File: src/hw/rtl/swm_pkg.sv
`timescale 1ns / 1ps
// ----------------------------------------------------------------------------
// swm_pkg
// Shared constants and types for the sliding window maximum core.
// ----------------------------------------------------------------------------
package swm_pkg;

  localparam int MAX_WINDOW   = 64;
  localparam int SAMPLE_WIDTH = 32;
  localparam int LEN_W        = 7;
  localparam int CNT_W        = (LEN_W > $clog2(MAX_WINDOW + 1)) ? LEN_W
                                                                 : $clog2(MAX_WINDOW + 1);
  localparam logic [LEN_W-1:0] LEN_RESET = LEN_W'(3);

  typedef logic signed [SAMPLE_WIDTH-1:0] sample_t;
  typedef logic [CNT_W-1:0]               cnt_t;
  typedef logic [LEN_W-1:0]               len_t;

  // broadcast to every cell
  typedef struct packed {
    logic    step;
    logic    clear;
    logic    shift;
    sample_t sample;
  } swm_ctrl_t;

  // what a cell shows its neighbors
  typedef struct packed {
    sample_t value;
    cnt_t    age;
    logic    valid;
    logic    keep;
  } swm_link_t;

endpackage

File: src/hw/rtl/swm_cell.sv
`timescale 1ns / 1ps
// ----------------------------------------------------------------------------
// swm_cell
// One deque entry: holds a sample and its age, compares against the new
// sample and takes its right neighbor's entry when the front expires.
// ----------------------------------------------------------------------------
module swm_cell (
  input  logic               clk,
  input  logic               rst_n,
  input  swm_pkg::swm_ctrl_t ctrl,
  input  swm_pkg::swm_link_t rt_link,
  input  logic               lf_src_keep,
  output swm_pkg::swm_link_t link,
  output logic               src_keep
);
  import swm_pkg::*;

  sample_t value_r, value_nxt;
  cnt_t    age_r, age_nxt;
  logic    valid_r, valid_nxt;
  sample_t src_value;
  cnt_t    src_age;
  logic    insert;

  always_comb begin
    link.value = value_r;
    link.age   = age_r;
    link.valid = valid_r;
    link.keep  = valid_r && !ctrl.clear && (value_r > ctrl.sample);

    src_value = ctrl.shift ? rt_link.value : value_r;
    src_age   = ctrl.shift ? rt_link.age   : age_r;
    src_keep  = ctrl.shift ? rt_link.keep  : link.keep;
    insert    = !src_keep && lf_src_keep;

    value_nxt = value_r;
    age_nxt   = age_r;
    valid_nxt = valid_r;
    if (ctrl.step) begin
      if (src_keep) begin
        value_nxt = src_value;
        age_nxt   = (src_age == '1) ? src_age : src_age + cnt_t'(1);
        valid_nxt = 1'b1;
      end else if (insert) begin
        value_nxt = ctrl.sample;
        age_nxt   = '0;
        valid_nxt = 1'b1;
      end else begin
        valid_nxt = 1'b0;
      end
    end else if (ctrl.clear) begin
      valid_nxt = 1'b0;
    end
  end

  always_ff @(posedge clk) begin
    if (!rst_n) begin
      age_r   <= '0;
      valid_r <= 1'b0;
    end else begin
      age_r   <= age_nxt;
      valid_r <= valid_nxt;
    end
  end

  always_ff @(posedge clk) begin
    value_r <= value_nxt;
  end

endmodule

File: config.mk
export PLATFORM = sky130hd
export DESIGN_NAME = swm_cell
export DESIGN_NICKNAME = d
export VERILOG_FILES = /design/src/hw/rtl/swm_pkg.sv /design/src/hw/rtl/swm_cell.sv
export SDC_FILE = /design/constraint.sdc
export NUM_CORES = 1
export LEC_CHECK = 0
export ABC_AREA = 1
export BUFFER_PORTS_ARGS = -buffer_cell sky130_fd_sc_hd__buf_4
export CORE_MARGIN = 10
export CORE_UTILIZATION = 47
export DETAILED_ROUTE_END_ITERATION = 10
export HOLD_SLACK_MARGIN = 0.15
export PLACE_DENSITY = 0.79
export SYNTH_ARGS = -nofsm -noshare
export SYNTH_HDL_FRONTEND = slang
export SYNTH_SLANG_ARGS = --single-unit
export TNS_END_PERCENT = 30
File: constraint.sdc
create_clock -name clk -period 4.55 [get_ports clk]
set_input_delay 0.6825 -clock clk [delete_from_list [all_inputs] [get_ports clk]]
set_output_delay 0.6825 -clock clk [all_outputs]
set_load 0.02 [all_outputs]
; Word-level counts from Yosys, hierarchy flattened
; Index checks and enable logic that the tools add are counted.
[op_classes]
n_reduce_logical = 9
addsub = 1
order_cmp = 1
mux = 12
n_eq_ne = 2
[op_table]
columns = cell, count
row1 = 2-to-1 mux 32 bit, 3
row2 = greater-than comparator 32 bit, 1
row3 = 2-to-1 mux 7 bit, 4
row4 = adder 7 x 1 -> 7 bit (second input constant), 1
row5 = == test 7 bit (second input constant), 1
row6 = 2-to-1 mux 1 bit, 5
row7 = nonzero test 2 bit, 2
row8 = logical AND 1 bit, 3
row9 = AND reduction 3 bit, 1
row10 = zero test 1 bit, 2
row11 = != test 2 bit (second input constant), 1
row12 = AND reduction 2 bit, 1
[word_totals]
out_inout_bits = 42
wordCells = 28
register_bits = 40

; Logic depth before layout (Yosys ltp)
[depth]
word_depth = 9
depth_mapped = 19
mapped_depth_nobuf = 19

; Least setup slack after synthesis
; Ideal clock, no wire load.
[synth_path]
path_kind = input to register
startpoint = input port ctrl[31] (netlist bit)
endpoint = register value_r[0], enable pin
path_buffers = 0
setup_ns = 0.432
cell_stages = 12
arrival_ns = 3.575
slack_ns = 0.544
path_cell_list = inv_1 -> ha_1 -> a21oi_1 -> o21a_1 -> nand2_1 -> a21oi_1 -> nand2_1 -> nand2_1 -> nand4_2 -> nand3_1 -> nand2_1 -> a21oi_1
[synth_between]
elab_chain_len = 7
[synth_rtl]
columns = item, line
row1 = start: declaration, swm_cell.sv:10  ; input swm_pkg::swm_ctrl_t ctrl,
row2 = greater-than comparator 32 bit *, swm_cell.sv:29  ; link.keep = valid_r && !ctrl.clear && (value_r > ctrl.sample);
row3 = logical AND 1 bit *, swm_cell.sv:29
row4 = 2-to-1 mux 1 bit *, swm_cell.sv:33  ; src_keep = ctrl.shift ? rt_link.keep : link.keep;
row5 = zero test 1 bit, swm_cell.sv:34  ; insert = !src_keep && lf_src_keep;
row6 = logical AND 1 bit, swm_cell.sv:34
row7 = nonzero test 2 bit (no line), --
row8 = AND reduction 3 bit (no line) *, --
row9 = end signal: assignment, swm_cell.sv:67  ; value_r <= value_nxt;
row10 = end: declaration, swm_cell.sv:18  ; sample_t value_r, value_nxt;
; Every way passes the cells marked *; elsewhere a longest branch is shown, timed or not.
; A chain may end at the register's enable or synchronous reset.

==> flow_summary.yaml <==
status:
  outcome: "finished clean"
floorplan:
  start_util_pct: 49.3
  die_h_um: 96.5
  core_area_um2: 5570
  die_area_um2: 9310
  ios: 121
  dieWidth_um: 96.5
  rows: 27
worst_setup_path:
  r2r_end: "value_r[29]"
  critical-path-top-delay-family: "simple AND/OR/NAND/NOR gates"
  cp_slowest_stage_delay_ps: 340
  r2r_cells: 15
  cpMaxStageDelayCell: "ha_1"
  path_max_fanout: 4
  crit_chain: "buf_4 > inv_1 > ha_1 > a21oi_1 > o21a_1 > nand2_1 > a21oi_1 > nand2_1 > nand2_1 > nand2_1 > nor2_1 > buf_4"
  start_kind: "primary input"
  worstReg2RegStart: "value_r[9]"
  crit_arrival_ps: 2350
  crit_type: "primary input to primary output"
  crit_buf_inv: 3
  path_common_cell: "nand2_1"
  regToRegSetupSlack_ps: 1740
  cp_data_required_time_ps: 3870
  cp-end-kind: "primary output"
finish:
  utilization_pct: 67.7
  drive_gt1_share_pct: 29.5
  regArea_um2: 1120
  fill_cells: 499
  design_area_um2: 3770
  diodes: 0
  layout.nets: 568
  layout_common_cells: "buf_4 (121), nand2_1 (97), inv_1 (48), o21ai_0 (36), ha_1 (33)"
  layout_commonest_cell: "buf_4"
  area_growth_pct: 37.3
  multi_input_area_um2: 1390
pwr:
  finalPower_mw: 0.931
  leakage_nw: 1.91
  powerDensity_nw_per_um2: 247
  max-vdd-ir-drop_mv: 0.138
timing:
  tightestPinTransition_ps: 613
  fmax_ghz: 0.330
  period_share_pct: 66.7
  finalSetupViolations: 0
  skew_ps: 5.23
  hold_viol_final: 0
  relSlewSlack_pct: 59.1
  rsz0062_at_grt: "no"
  tns_ps: 0
  slew_viol_final: 0
  post-route-min-period_ps: 3030
drt:
  drc: 0
  drtIter0Drc: 72
  num_vias: 2642
  wire_per_inst_um: 14.7
  totalWireLength_um: 7780
  post_drt_via_cell_ratio: 4.99
  drt-pass1-iter-count: 4
  ant_nets: 0
cts:
  htree_num_levels: 2
  clock_path_buffers: 2
  worstSkewPairLatency_ps: 290
  cts_resized: 0
  cts_setup_buffers: 0
  clkSinkCount: 40
  cts_tree: "yes"
  cts_root_buf: "clkbuf_8"
  clkTransAtPathRegs_ps: 70
  numCtsBuffers: 5
  hold_buffers: 0
placement:
  io_buffer_count: 119
  post_dp_cell_area_um2: 3690
  gp_congestion: 0.936
  place_hpwl_um: 6290
run:
  maxCapViolations: 0
worst_hold_path:
  whs_path_depth: 2
  hp-start: "age_r[1]"
  whs_endpoint: "age_r[1]"
  hold_class: "flip-flop to flip-flop"
synth:
  yosys_warnings: 0
  synth_fp_nets: 450
  ys_seq_elements: 40
  synth-seq-area-share_pct: 40.8
  synthCells: 338
  synth_cell_types: 27
  avgSynthCellArea_um2: 8.13
  mappedNetlistArea_um2: 2750
global_route:
  antenna_found_initial: 0
  grt_overflow: 0
  grt_pass1_vias: 2673
  grt_use_total_pct: 16.7
  grt_pass1_wl_um: 12400
  grt_max_degree: 71
area by class of cell:
class | instances | area share (%)
Clock inverter | 1 | 0.0995
Timing Repair Buffer | 121 | 24.1
Clock buffer | 7 | 2.02
Tap cell | 72 | 2.39
Multi-Input combinational cell | 239 | 36.7
Sequential cell | 40 | 29.7
Inverter | 49 | 5.01
metrics by stage:
step / setup WS [ps] / hold WS [ps] / std cells
floorplan: 544 / 457 / 338
global placement: 1360 / 474 / 521
detailed placement: 1330 / 474 / 521
CTS: 1520 / 488 / 529
global route: 1360 / 517 / 529
finish: 1520 / 485 / 529
report_power, final:
part	leakage [nW]	internal, mW	switching [mW]
combinational	1.50	0.121	0.143
clock	0.0399	0.107	0.121
sequential	0.371	0.426	0.0138
layer usage:
| layer | track usage (%) | routed length [µm] | up-vias |
|---|---|---|---|
| li1 | - | - | 1346 |
| met1 | 19.6 | 3320 | 1193 |
| met2 | 28.4 | 3700 | 91 |
| met3 | 5.01 | 638 | 12 |
| met4 | 5.81 | 120 | 0 |
| met5 | 0 | 0 | - |
worst max-delay path by stage:
| stage | startpoint | end | slack, ps | depth (start not counted) |
|---|---|---|---|---|
| final | ctrl[31] | link[0] | 1520 | 12 |
| after global placement | ctrl[31] | value_r[9] | 1360 | 14 |
| after CTS | ctrl[11] | link[0] | 1520 | 13 |
| after global routing | ctrl[31] | link[0] | 1360 | 12 |
| after detailed placement | ctrl[11] | value_r[18] | 1330 | 15 |
| after floorplan | ctrl[31] | value_r[0] | 540 | 12 |
flip-flops by register name, summed over array words and instances (netlist names):
signal,flops
value_r,32
age_r,7
valid_r,1
cell usage after synthesis, drive strengths merged:
cell	count	area share, %
a21o	1	0.27
a21oi	26	4.7
buf	10	2.4
dfxtp	8	5.8
edfxtp	32	35
ha	33	15
inv	49	6.9
mux2i	2	0.73
nand2	99	14
nand3	10	1.8
nand3b	1	0.27
nand4	4	1.7
nor2	19	2.8
o21a	3	0.82
o21ai	36	6.6
or2	2	0.46
xnor2	1	0.32
xor2	2	0.64
cell families (layout without fill, tap and decap cells):
kind of cell             count (synthesis)  in the layout  share of synthesized area [%]
flip-flops                              40             40                           40.8
AO/OA/AOI/OAI                           66             66                           12.4
adder cells (fa/ha/maj)                 33             33                           15.0
AND/OR/NAND/NOR                        135            135                           20.9
multiplexers                             2              2                          0.728
XOR/XNOR                                 3              3                          0.956
buffers and inverters                   59            178                           9.24
worst register-to-register path: cells and delay by family (launching register included):
kind	cells	cell delay [ps]
compound gates	2	350
buf+inv	1	420
simple gates	11	990
flops	1	410
fa+ha+maj	1	310
No activity file was read; power rests on OpenSTA's default activity.
